$ cat src/design/address_resolution_cache_defines.svh
// Assertion macros for the address resolution cache.
`ifndef ADDRESS_RESOLUTION_CACHE_DEFINES_SVH
`define ADDRESS_RESOLUTION_CACHE_DEFINES_SVH

`ifndef SYNTHESIS
`define ARC_ASSERT(lbl, expr, msg) \
    lbl: assert property (@(posedge clk) disable iff (!rst_n) (expr)) else $error(msg);
`define ARC_ASSERT_NEXT(lbl, ante, cons, msg) \
    lbl: assert property (@(posedge clk) disable iff (!rst_n) (ante) |=> (cons)) \
        else $error(msg);
`else
`define ARC_ASSERT(lbl, expr, msg)
`define ARC_ASSERT_NEXT(lbl, ante, cons, msg)
`endif

`endif

$ cat src/design/arc_pkg.sv
// Types and constants shared by the address resolution cache.
package arc_pkg;

    localparam int ENTRIES = 16;
    localparam int IDX_W   = (ENTRIES > 1) ? $clog2(ENTRIES) : 1;
    localparam int CNT_W   = $clog2(ENTRIES + 1);

    localparam int IP_W    = 32;
    localparam int MAC_W   = 48;
    localparam int IN_W    = IP_W + MAC_W;
    localparam int OUT_W   = MAC_W;

    typedef enum logic
    {
        ACT_UPDATE = 1'b0,
        ACT_LOOKUP = 1'b1
    } action_t;

    typedef enum logic [2:0]
    {
        OUT_HIT     = 3'd0,
        OUT_MISS    = 3'd1,
        OUT_UPDATED = 3'd2,
        OUT_ADDED   = 3'd3,
        OUT_FULL    = 3'd4
    } outcome_t;

    typedef enum logic [1:0]
    {
        S_IDLE,
        S_SCAN,
        S_DONE
    } state_t;

endpackage

$ cat src/design/arc_ram.sv
// Generic single-write, single-read RAM with registered read data.
module arc_ram #(
    parameter int WIDTH = 8,
    parameter int DEPTH = 16,
    parameter int AW    = (DEPTH > 1) ? $clog2(DEPTH) : 1
) (
    input  logic             clk,
    input  logic             we,
    input  logic [AW-1:0]    waddr,
    input  logic [WIDTH-1:0] wdata,
    input  logic             re,
    input  logic [AW-1:0]    raddr,
    output logic [WIDTH-1:0] rdata
);

    logic [WIDTH-1:0] mem [DEPTH];

    always_ff @(posedge clk)
    begin
        if (we)
        begin
            mem[waddr] <= wdata;
        end
        if (re)
        begin
            rdata <= mem[raddr];
        end
    end

endmodule

$ cat src/design/address_resolution_cache.sv
// Top level of the address resolution cache: IPv4 to MAC mapping table.
//
// Input stream (s_*): one transfer is an update (action 0: store ip_addr -> mac_in)
// or a lookup (action 1). Every input transfer yields exactly one result transfer
// on the output stream (m_*): outcome in m_tuser, the found MAC in m_tdata.
// Addresses and MACs sit in two RAMs read one entry per cycle; valid marks are
// flip-flops. An item is taken in the idle cycle, scanned at one entry per cycle
// through the address RAM read port (read, then compared in the next cycle), and
// finished in the write-back state. A scan stops at the first match. The result
// is registered. The output register lets a new item be taken and scanned while
// a result still waits; the write-back holds until the output register is free,
// so a stalled receiver stalls at most one further item.
// Reset clears all valid marks at once; address and MAC RAMs are not cleared
// and need no clearing pass. The block is ready as soon as reset is released.
`include "address_resolution_cache_defines.svh"

module address_resolution_cache (
    input  logic                    clk,
    input  logic                    rst_n,
    input  logic                    s_tvalid,
    output logic                    s_tready,
    input  logic [arc_pkg::IN_W-1:0] s_tdata,   // ip_addr[31:0], mac_in[79:32]
    input  logic                    s_tuser,    // action[0]
    output logic                    m_tvalid,
    input  logic                    m_tready,
    output logic [arc_pkg::OUT_W-1:0] m_tdata,  // mac_out[47:0]
    output arc_pkg::outcome_t       m_tuser     // outcome[2:0]
);

    import arc_pkg::*;

    state_t           state_reg, state_next;
    logic [ENTRIES-1:0] valid_reg, valid_next;
    action_t          act_reg, act_next;
    logic [IP_W-1:0]  ip_reg, ip_next;
    logic [MAC_W-1:0] mac_reg, mac_next;
    logic [CNT_W-1:0] rd_cnt_reg, rd_cnt_next;
    logic             cmp_pend_reg, cmp_pend_next;
    logic [IDX_W-1:0] cmp_idx_reg, cmp_idx_next;
    logic             found_reg, found_next;
    logic [IDX_W-1:0] slot_reg, slot_next;
    logic [MAC_W-1:0] hit_mac_reg, hit_mac_next;
    logic             free_found_reg, free_found_next;
    logic [IDX_W-1:0] free_slot_reg, free_slot_next;
    logic             m_tvalid_reg, m_tvalid_next;
    outcome_t         outcome_reg, outcome_next;
    logic [MAC_W-1:0] mac_out_reg, mac_out_next;

    logic             ram_re;
    logic [IDX_W-1:0] ram_raddr;
    logic [IP_W-1:0]  ip_rdata;
    logic [MAC_W-1:0] mac_rdata;
    logic             ip_we;
    logic             mac_we;
    logic [IDX_W-1:0] wr_addr;
    logic             hit;
    logic             can_out;

    arc_ram #(.WIDTH(IP_W), .DEPTH(ENTRIES), .AW(IDX_W)) u_ip_ram (
        .clk   (clk),
        .we    (ip_we),
        .waddr (wr_addr),
        .wdata (ip_reg),
        .re    (ram_re),
        .raddr (ram_raddr),
        .rdata (ip_rdata)
    );

    arc_ram #(.WIDTH(MAC_W), .DEPTH(ENTRIES), .AW(IDX_W)) u_mac_ram (
        .clk   (clk),
        .we    (mac_we),
        .waddr (wr_addr),
        .wdata (mac_reg),
        .re    (ram_re),
        .raddr (ram_raddr),
        .rdata (mac_rdata)
    );

    assign s_tready = (state_reg == S_IDLE);
    assign m_tvalid = m_tvalid_reg;
    assign m_tdata  = mac_out_reg;
    assign m_tuser  = outcome_reg;
    assign can_out  = !m_tvalid_reg || m_tready;
    assign hit      = cmp_pend_reg && valid_reg[cmp_idx_reg] && (ip_rdata == ip_reg);

    always_ff @(posedge clk or negedge rst_n)
    begin
        if (!rst_n)
        begin
            state_reg    <= S_IDLE;
            valid_reg    <= '0;
            cmp_pend_reg <= 1'b0;
            m_tvalid_reg <= 1'b0;
        end
        else
        begin
            state_reg    <= state_next;
            valid_reg    <= valid_next;
            cmp_pend_reg <= cmp_pend_next;
            m_tvalid_reg <= m_tvalid_next;
        end
    end

    always_ff @(posedge clk)
    begin
        act_reg        <= act_next;
        ip_reg         <= ip_next;
        mac_reg        <= mac_next;
        rd_cnt_reg     <= rd_cnt_next;
        cmp_idx_reg    <= cmp_idx_next;
        found_reg      <= found_next;
        slot_reg       <= slot_next;
        hit_mac_reg    <= hit_mac_next;
        free_found_reg <= free_found_next;
        free_slot_reg  <= free_slot_next;
        outcome_reg    <= outcome_next;
        mac_out_reg    <= mac_out_next;
    end

    always_comb
    begin
        state_next      = state_reg;
        valid_next      = valid_reg;
        act_next        = act_reg;
        ip_next         = ip_reg;
        mac_next        = mac_reg;
        rd_cnt_next     = rd_cnt_reg;
        cmp_pend_next   = 1'b0;
        cmp_idx_next    = cmp_idx_reg;
        found_next      = found_reg;
        slot_next       = slot_reg;
        hit_mac_next    = hit_mac_reg;
        free_found_next = free_found_reg;
        free_slot_next  = free_slot_reg;
        m_tvalid_next   = m_tvalid_reg && !m_tready;
        outcome_next    = outcome_reg;
        mac_out_next    = mac_out_reg;
        ram_re          = 1'b0;
        ram_raddr       = rd_cnt_reg[IDX_W-1:0];
        ip_we           = 1'b0;
        mac_we          = 1'b0;
        wr_addr         = slot_reg;

        unique case (state_reg)
            S_IDLE:
            begin
                if (s_tvalid)
                begin
                    act_next        = action_t'(s_tuser);
                    ip_next         = s_tdata[IP_W-1:0];
                    mac_next        = s_tdata[IN_W-1:IP_W];
                    rd_cnt_next     = '0;
                    found_next      = 1'b0;
                    free_found_next = 1'b0;
                    state_next      = S_SCAN;
                end
            end
            S_SCAN:
            begin
                // read stage
                if (rd_cnt_reg < CNT_W'(ENTRIES))
                begin
                    ram_re        = 1'b1;
                    cmp_pend_next = 1'b1;
                    cmp_idx_next  = rd_cnt_reg[IDX_W-1:0];
                    rd_cnt_next   = rd_cnt_reg + 1'b1;
                end
                // compare stage
                if (hit)
                begin
                    found_next    = 1'b1;
                    slot_next     = cmp_idx_reg;
                    hit_mac_next  = mac_rdata;
                    cmp_pend_next = 1'b0;
                    state_next    = S_DONE;
                end
                else if (cmp_pend_reg)
                begin
                    if (!valid_reg[cmp_idx_reg] && !free_found_reg)
                    begin
                        free_found_next = 1'b1;
                        free_slot_next  = cmp_idx_reg;
                    end
                    if (cmp_idx_reg == IDX_W'(ENTRIES - 1))
                    begin
                        cmp_pend_next = 1'b0;
                        state_next    = S_DONE;
                    end
                end
            end
            S_DONE:
            begin
                if (can_out)
                begin
                    m_tvalid_next = 1'b1;
                    mac_out_next  = '0;
                    state_next    = S_IDLE;
                    if (act_reg == ACT_LOOKUP)
                    begin
                        if (found_reg)
                        begin
                            outcome_next = OUT_HIT;
                            mac_out_next = hit_mac_reg;
                        end
                        else
                        begin
                            outcome_next = OUT_MISS;
                        end
                    end
                    else if (found_reg)
                    begin
                        mac_we       = 1'b1;
                        outcome_next = OUT_UPDATED;
                    end
                    else if (free_found_reg)
                    begin
                        ip_we                     = 1'b1;
                        mac_we                    = 1'b1;
                        wr_addr                   = free_slot_reg;
                        valid_next[free_slot_reg] = 1'b1;
                        outcome_next              = OUT_ADDED;
                    end
                    else
                    begin
                        outcome_next = OUT_FULL;
                    end
                end
            end
            default:
            begin
                state_next = S_IDLE;
            end
        endcase
    end

    `ARC_ASSERT(a_mac_zero_unless_hit,
        (m_tvalid && (m_tuser != OUT_HIT)) |-> (m_tdata == '0),
        "result MAC not zero on a non-hit outcome")
    `ARC_ASSERT(a_result_from_done,
        $rose(m_tvalid_reg) |-> ($past(state_reg) == S_DONE),
        "result loaded outside the write-back cycle")
    `ARC_ASSERT_NEXT(a_add_sets_valid,
        (state_reg == S_DONE) && can_out && (act_reg == ACT_UPDATE)
            && !found_reg && free_found_reg,
        valid_reg[$past(free_slot_reg)] && (m_tuser == OUT_ADDED),
        "new entry not marked valid")
    `ARC_ASSERT(a_full_means_all_valid,
        (m_tvalid && (m_tuser == OUT_FULL)) |-> (&valid_reg),
        "table reported full with a free entry")

endmodule
$ cat config.mk
export PLATFORM = sky130hd
export DESIGN_NAME = address_resolution_cache
export DESIGN_NICKNAME = d
export VERILOG_FILES = /design/src/design/arc_pkg.sv /design/src/design/arc_ram.sv /design/src/design/address_resolution_cache.sv
export VERILOG_INCLUDE_DIRS = /design/src /design/src/design
export SDC_FILE = /design/constraint.sdc
export NUM_CORES = 1
export LEC_CHECK = 0
export BUFFER_PORTS_ARGS = -buffer_cell sky130_fd_sc_hd__buf_2
export CAP_MARGIN = 20
export CORE_MARGIN = 5
export CORE_UTILIZATION = 25
export CTS_CLUSTER_SIZE = 16
export DETAILED_ROUTE_END_ITERATION = 8
export GPL_ROUTABILITY_DRIVEN = 0
export SYNTH_ARGS = -nofsm -noshare
export SYNTH_HDL_FRONTEND = slang
export SYNTH_SLANG_ARGS = --single-unit
$ cat constraint.sdc
create_clock -name clk -period 12.8 [get_ports clk]
set_input_delay 2.56 -clock clk [delete_from_list [all_inputs] [get_ports clk]]
set_output_delay 2.56 -clock clk [all_outputs]
set_load 0.005 [all_outputs]
-- After elaboration in Yosys (flattened, before gate mapping)
Memory sizes are Yosys's and may differ from the RTL's. A register that Yosys moved wholly into a read port is not among the register bits.
Index checks and enable logic that the tools add are counted.
- memories: 2
- bits in writable memories: 1280
- flip-flop bits (word level): 219
- input port bits: 85
- output and inout port bits: 53
- memories (name ; depth ; width ; read ports ; clocked after Yosys merged registers in ; write ports ; line ; text):
    u_mac_ram.mem ; 16 ; 48 ; 1 ; 1 ; 1 ; arc_ram.sv:16 ; logic [WIDTH-1:0] mem [DEPTH];
    u_ip_ram.mem ; 16 ; 32 ; 1 ; 1 ; 1 ; arc_ram.sv:16 ;
- magnitude comparators: 4
- muxes and demuxes: 50
- equal/unequal tests: 13
- bitwise logic cells: 4
- reduce and logical (&&, ||, !) cells: 23
- add/subtract/negate cells: 1
- operators by type and width (kind ; number):
    $eq A32 B32 Y1 ; 1
    $mux W1 ; 29
    $mux W4 ; 5
    $or A16 B16 Y16 ; 1
    $ne A2 B2 Y1 const B ; 7
    $lt A4 B5 Y1 const B ; 2
    $mux W2 ; 5
    $mux W5 ; 2
    $pmux W5 S2 ; 1
    $reduce_and A2 Y1 ; 5
    $reduce_and A5 Y1 ; 2
    $mux W3 ; 3
    $reduce_and A4 Y1 ; 2
    $ne A3 B3 Y1 const B ; 2
    $pmux W2 S3 ; 1
    $reduce_and A3 Y1 ; 2
    $add A5 B1 Y5 const B ; 1
    $logic_and A1 B1 Y1 ; 5
    $lt A5 B5 Y1 const B ; 1
    $bmux W1 S4 ; 1
    $demux W1 S4 ; 1
    $eq A4 B4 Y1 const B ; 1
    $ge A4 B1 Y1 const B ; 1
    $logic_not A1 Y1 ; 4
    7 further kinds ; 10

-- Logic depth before layout (Yosys ltp)
Gate-level depths: netlist (run 1).
- depth in word-level cells: 8
- depth in mapped cells: 6
- gate-level depth less buffers: 5

-- Cells and area by module
Synthesis (run 1) repeated with hierarchy kept, for this count alone.
- cell total of the unflattened synthesis: 2508
- area, all modules: 58207.1 µm²
- modules (own cells, without submodules) (module ; area each (µm²) ; cells each ; sequential area each (µm²) ; times used):
    arc_ram at u_mac_ram ; 30171.4 ; 1242 ; 24503.5 ; 1
    arc_ram at u_ip_ram ; 20174.3 ; 838 ; 16335.7 ; 1
    address_resolution_cache ; 7861.3 ; 428 ; 6476.2 ; 1

-- Least setup slack after synthesis (run 1)
Ideal clock, no wire load.
- path kind: input to register
- start: in m_tready
- end: mem u_ip_ram.mem[4][0] (netlist bit) (enable)
- cell stages on the path: 3
- setup time: 0.503 ns
- data required time: 12.297 ns
- slack: 6.258 ns
- path buffers: 0
- data arrival time: 6.038 ns
- cell sequence: nand2b_1 -> nand3_2 -> nor4_1
- word-level cells in the longest chain between the ends: 5
- RTL lines (element ; line ; text):
    start: declaration ; address_resolution_cache.sv:25 ; input logic m_tready,
    $logic_or A1 B1 Y1 (*) ; address_resolution_cache.sv:83 ; assign can_out = !m_tvalid_reg || m_tready;
    $mux W1 ; address_resolution_cache.sv:193 ; if (can_out)
    $mux W1 ; address_resolution_cache.sv:144 ; unique case (state_reg)
    $mux W1 ; arc_ram.sv:20 ; if (we)
    $mux W1 (implied by the code) ; arc_ram.sv:22 ; mem[waddr] <= wdata;
    end: declaration ; arc_ram.sv:16 ;
Mark *: on every way between the ends. The rest lies on a longest branch, timed or not.

-- Worst setup path in the final report (run 1)
- start: in m_tready
- end: mem u_mac_ram.mem[1][8] (netlist bit) (enable)
- word-level cells in the longest chain between the ends: 5
- RTL lines (element ; line):
    $logic_or A1 B1 Y1 (*) ; address_resolution_cache.sv:83
    $mux W1 ; address_resolution_cache.sv:193
    $mux W1 ; address_resolution_cache.sv:144
    $mux W1 ; arc_ram.sv:20
    $mux W1 (implied by the code) ; arc_ram.sv:22
    end: declaration ; arc_ram.sv:16
Marks and branches as above.

==> results of run 1 <==
## worst max-delay path, stage by stage
cell      delay [ns]
buf_2           0.13
nand2b_1        0.18
and3_1          0.25
nand3_1         0.40
a21boi_1        0.40
nor2_4          0.47
buf_4           0.64
## stage by stage
step / hold WS [ns] / worst slack, ns / util, %
after CTS: 0.420 / 8.06 / 29.0
final: 0.421 / 8.09 / 29.1
after global routing: 0.430 / 7.94 / 29.1
after floorplan: 0.400 / 6.26 / -
after global placement: 0.403 / 7.28 / 27.1
after detailed placement: 0.405 / 7.26 / 27.1
## metal layers
metal  wire length, µm  share of wire (%)  up-vias
met2             60500                 48      710
met3              6180                4.9      170
met1             56100                 45    13600
met4              2810                2.2        0
li1                  -                  -    10400
met5                 0                  0        -
## Yosys cell counts, drive strengths merged
cell type / n / area (µm²)
a21boi: 1 / 7.51
a22oi: 1 / 7.51
a41oi: 1 / 8.76
and2: 2 / 12.5
and3: 51 / 319
and4: 1 / 8.76
buf: 50 / 432
clkbuf: 50 / 188
dfrtp: 20 / 500
edfxtp: 1559 / 46800
ha: 1 / 12.5
inv: 4 / 15.0
mux2i: 5 / 50.1
mux4: 404 / 9100
nand2: 12 / 45.0
nand2b: 6 / 37.5
nand3: 8 / 45.0
nand4: 7 / 43.8
nor2: 42 / 158
nor2b: 3 / 18.8
nor3: 4 / 20.0
nor3b: 2 / 20.0
nor4: 5 / 31.3
o21a: 1 / 7.51
o21ai: 4 / 20.0
o21bai: 2 / 15.0
o221a: 1 / 11.3
o22ai: 1 / 6.26
o31a: 1 / 8.76
or2: 16 / 100
or3: 2 / 12.5
xnor2: 29 / 254
xor2: 6 / 52.6
## how the worst max path moves through the flow
stage	start	endpoint	depth (start not counted)
2_1_floorplan	m_tready	u_ip_ram.mem[4][0]	3
3_3_place_gp	m_tready	u_mac_ram.mem[1][12]	7
3_5_place_dp	m_tready	u_mac_ram.mem[1][12]	7
4_1_cts	m_tready	u_mac_ram.mem[1][25]	7
5_1_grt	m_tready	u_mac_ram.mem[1][7]	7
6_report	m_tready	u_mac_ram.mem[1][8]	7
## cells by family after synthesis
logic type                 Yosys count  synth area share (%)
AOI/OAI and AO/OA                   13                 0.159
xor gates and xnor gates            35                 0.525
adders and majority gates            1                0.0214
buffers and inverters              104                  1.09
DFF                               1579                  81.0
muxes                              409                  15.7
and+or+nand+nor                    161                  1.49
## report_power, final
part           total [mW]  internal (mW)  switching (mW)
clock                4.10           2.21            1.89
combinational        2.73           1.39            1.34
sequential           6.45           6.19           0.266
total                13.3           9.79            3.50
## placed cells by master (no fill, tap or decap), types with 3 or more instances in the layout
master         n
edfxtp_1    1559
mux4_2       404
clkbuf_16    145
buf_2        137
and3_1        51
buf_4         47
clkinv_1      38
nor2_4        31
xnor2_1       29
clkbuf_1      28
clkinv_2      22
dfrtp_1       20
nand2_1       12
nor2_1        11
inv_6          9
or2_2          8
or2_1          8
nand3_1        7
nand4_1        7
nand2b_1       6
xor2_1         6
clkinvlp_4     6
buf_16         6
mux2i_1        5
clkinv_8       5
bufinv_16      5
inv_1          3
nor4_1         3
o21ai_0        3
nor3_1         3
clkinv_16      3
buf_12         3
## final cells by class
cell class / count / area, µm²
well taps: 3043 / 3810
diodes: 2 / 5.00
multi-input cells: 619 / 10700
clock inverters: 90 / 738
flip-flops and latches: 1579 / 47300
inverters: 4 / 20.0
clock buffers: 173 / 3730
repair buffers: 193 / 1260
fillers: 22400 / 165000
==> flow_metrics.env, run 1 <==
export IMPL_regMostFlops="u_mac_ram.mem"
export IMPL_whs_path_depth=0
export IMPL_ys_seq_elements=1579
export IMPL_drt_iter0_drc=2178
export IMPL_clock_fmax_ghz=0.212
export IMPL_core_area_mm2=0.233
export IMPL_ant_nets=0
export IMPL_clock_skew_ns=0.0300
export IMPL_clkTransAtPathRegs_ns=0.06
export IMPL_first_pass_iters=5
export IMPL_synth_avg_cell_area_um2=25.4
export IMPL_rows=177
export IMPL_final_layout_size_suffix_gt1_share_pct=31.6
export IMPL_route_vias_total=24900
export IMPL_grt_pass1_vias=25900
export IMPL_worst_pin_slew_ns=1.11
export IMPL_grt_antenna_before_repair=14
export IMPL_wirelength_mm=126
export IMPL_min_to="hit_mac_reg[23]"
export IMPL_rr_startpoint="rd_cnt_reg[1]"
export IMPL_r2r_end="u_ip_ram.rdata[0]"
export IMPL_power_density_mw_per_mm2=197
export IMPL_r2r_setup_slack_ns=8.79
export IMPL_grt_max_degree=147
export IMPL_clk_latency_ns=0.76
export IMPL_post_cts_buffers=0
export IMPL_top_usage_layer="met2"
export IMPL_area_growth_pct=15.7
export IMPL_initial_core_util_pct=25.1
export IMPL_cap_violations=0
export IMPL_crit_type="in -> reg"
export IMPL_path_max_fanout=37
export IMPL_place_hpwl_mm=67.6
export IMPL_io_buffers=137
export IMPL_min_from="u_mac_ram.rdata[23]"
export IMPL_setup_viol=0
export IMPL_finalCritPeriodShare_pct=36.8
export IMPL_post_place_cells=5437
export IMPL_rr_worst_depth=5
export IMPL_use_met1_pct=14.4
export IMPL_ys_seq_area_share_pct=81.0
export IMPL_grt_use_met2_pct=16.2
export IMPL_drc=0
export IMPL_io_pins=138
export IMPL_post_cts_resized=0
export IMPL_p_leak_nw=20.6
export IMPL_final_hold_violation_count=0
export IMPL_fin_area_mm2=0.0676
export IMPL_synth_net_count=2388
export IMPL_grt_usage_pct=10.2
export IMPL_cp_required_ns=13.17
export IMPL_overflow=0
export IMPL_start_kind="primary input"
export IMPL_viasPerCell=4.36
export IMPL_maxSlewViolCount=0
export IMPL_ctsHoldBuffers=0
export IMPL_cts_tree="built"
export IMPL_fp_dieW_um=493
export IMPL_peakVddDrop_uv=210
export IMPL_cp_end_kind="flop"
export IMPL_cts_root_buf="clkbuf_16"
export IMPL_cts_path_max_buffers=3
export IMPL_placed_cell_area_mm2=0.0631
export IMPL_synthCells=2302
export IMPL_finalNonFillerCells=5703
export IMPL_rsz0062_at_grt="false"
export IMPL_fin_tns_setup_ns=0
export IMPL_synth_area_mm2=0.0584
export IMPL_largest_register_ffs=768
export IMPL_min_period_ns=4.71
export IMPL_reg_largest_list="u_mac_ram.mem x768, u_ip_ram.mem x512"
export IMPL_wl_per_cell_um=22.0
export IMPL_numCtsBuffers=145
export IMPL_status="completed"
export IMPL_cts_htree_levels=4
export IMPL_synth_cell_types=39
export IMPL_met3_usage_pct=1.65
export IMPL_grt_pass1_wl_mm=184
export IMPL_ys_warn_count=0
export IMPL_cp_arrival_ns=5.08
export IMPL_die_h_um=493
export IMPL_nets=2628
export IMPL_cts_sinks=1579
export IMPL_hold_class="reg -> reg"
export IMPL_relSlewSlack_pct=26.3
export IMPL_die_area_mm2=0.243
export IMPL_power_mw=13.3
Note: power is estimated with default switching activity, not from simulation.
==> run 2, diff against run 1 <==
- clock period: 12.8 -> 4.4 ns (I/O delays scaled with it)
==> run 2 against run 1 <==
- clock skew increased by 0.039 ns
- critical path depth fell by 1
- register-to-register slack got worse by 7.7 ns
- setup slack worse by 7.0 ns
==> flow_metrics.env, run 2 (synthesis gave the netlist of run 1 again) <==
export IMPL_status="completed"
export IMPL_clk_latency_ns=0.79
export IMPL_clkTransAtPathRegs_ns=0.06
export IMPL_peakVddDrop_uv=610
export IMPL_grt_antenna_before_repair=18
export IMPL_overflow=0
export IMPL_crit_buf_inv=1
export IMPL_clock_fmax_ghz=0.299
export IMPL_post_cts_buffers=0
export IMPL_grt_usage_pct=10.5
export IMPL_crit_type="reg -> reg"
export IMPL_area_growth_pct=16.8
export IMPL_top_layer="met5"
export IMPL_cts_path_max_buffers=3
export IMPL_worst_pin_slew_ns=1.04
export IMPL_hold_class="in -> async"
export IMPL_route_vias_total=24900
export IMPL_reg_largest_list="u_mac_ram.mem x768, u_ip_ram.mem x512"
export IMPL_post_place_cells=5452
export IMPL_dp_slack_ns=0.665
export IMPL_min_period_ns=3.34
export IMPL_nets=2645
export IMPL_initial_core_util_pct=25.1
export IMPL_fin_tns_setup_ns=0
export IMPL_ant_nets=0
export IMPL_start_kind="flop"
export IMPL_grt_max_degree=129
export IMPL_mostFrequentLayoutCells="edfxtp_1, mux4_2, clkbuf_16"
export IMPL_drc=0
export IMPL_final_fill_count=22400
export IMPL_relSlewSlack_pct=30.4
export IMPL_finalCritPeriodShare_pct=76.0
export IMPL_final_hold_violation_count=0
export IMPL_crit_family="simple AND/OR/NAND/NOR gates"
export IMPL_power_density_mw_per_mm2=575
export IMPL_cts_htree_levels=4
export IMPL_slowest_delay_ns=0.71
export IMPL_path_max_fanout=19
export IMPL_post_cts_resized=0
export IMPL_clock_skew_ns=0.0687
export IMPL_grt_pass1_vias=26000
export IMPL_first_pass_iters=6
export IMPL_grt_pass1_wl_mm=187
export IMPL_maxSlewViolCount=0
export IMPL_drt_iter0_drc=2087
export IMPL_die_h_um=493
export IMPL_cp_end_kind="flop"
export IMPL_place_hpwl_mm=71.2
export IMPL_m1WireLength_mm=56.0
export IMPL_power_mw=39.2
export IMPL_io_pins=138
export IMPL_cts_root_buf="clkbuf_16"
export IMPL_core_area_mm2=0.233
export IMPL_crit_chain="nor3b_2 -> nand3_2 -> or3_1 -> o21a_1 -> nor2_4 -> buf_12"
export IMPL_final_layout_size_suffix_gt1_share_pct=32.0
export IMPL_rows=177
export IMPL_setup_slack_ns=1.06
export IMPL_die_area_mm2=0.243
export IMPL_final_common_cell="edfxtp_1"
export IMPL_io_buffers=137
export IMPL_finalNonFillerCells=5720
export IMPL_wl_per_cell_um=22.6
export IMPL_largest_register_ffs=768
export IMPL_rsz0062_at_grt="false"
export IMPL_cts_tree="built"
export IMPL_viasPerCell=4.35
export IMPL_cp_required_ns=4.88
export IMPL_slowest_stage="nor2_4"
export IMPL_fp_dieW_um=493
export IMPL_regMostFlops="u_mac_ram.mem"
export IMPL_wl_met3_mm=7.40
export IMPL_wirelength_mm=129
export IMPL_ctsHoldBuffers=0
export IMPL_p_leak_nw=20.9
export IMPL_cp_arrival_ns=3.82
export IMPL_route_met2_wl_mm=63.6
export IMPL_cts_sinks=1579
export IMPL_numCtsBuffers=148
export IMPL_cap_violations=0
export IMPL_setup_viol=0
[run 2: cell count changes in the layout (fill, tap and decap cells not counted), moves of 4 or more]
cell	previous run	this run
buf_12	3	33
buf_4	47	37
buf_16	6	0
clkinvlp_4	6	1
clkbuf_16	145	149
clkinv_16	3	7
inv_6	9	5
[run 2: where the power goes]
group,total [mW],switching [mW],leakage (nW),internal [mW]
logic,8.09,3.96,4.23,4.14
registers,18.7,0.731,14.4,18.0
clock network,12.4,5.62,2.29,6.80
[run 2: per-layer routing]
metal  up-vias  GRT usage (%)
met5         -              0
li1      10400              -
met1     13600           14.4
met2       738           17.1
met3       156           2.00
met4         4           2.69
[run 2: stage by stage]
stage	util [%]	hold slack, ns	cell area [µm²]
global route	29.3	0.0584	68200
global placement	27.3	0.402	63500
detailed placement	27.3	0.405	63500
CTS	29.3	0.00922	68200
floorplan	-	0.400	58400
finish	29.3	0.0636	68200
[run 2: path summary, 6_finish.rpt]
check	from	end	slack (ns)	depth (start not counted)
worst max register to register	found_reg	u_mac_ram.mem[6][16]	1.06	6
worst max-delay path	found_reg	u_mac_ram.mem[6][16]	1.06	6
worst min register to register	u_mac_ram.rdata[24]	hit_mac_reg[24]	0.41	0
max in group asynchronous	rst_n	m_tvalid	4.01	1
worst min-delay path	rst_n	valid_reg[7]	0.06	1
min in group clk	s_tdata[56]	mac_reg[24]	0.26	1
[run 2: cell type report]
type                       instances  area, µm²  area share (%)
sequential                      1579      47300            69.4
multi-input combinational        619      10700            15.7
clock buffer                     177       3840            5.64
tap                             3043       3810            5.58
timing repair buffer             207       1620            2.38
clock inverter                    90        873            1.28
inverter                           4       20.0          0.0294
antenna                            1       2.50         0.00367
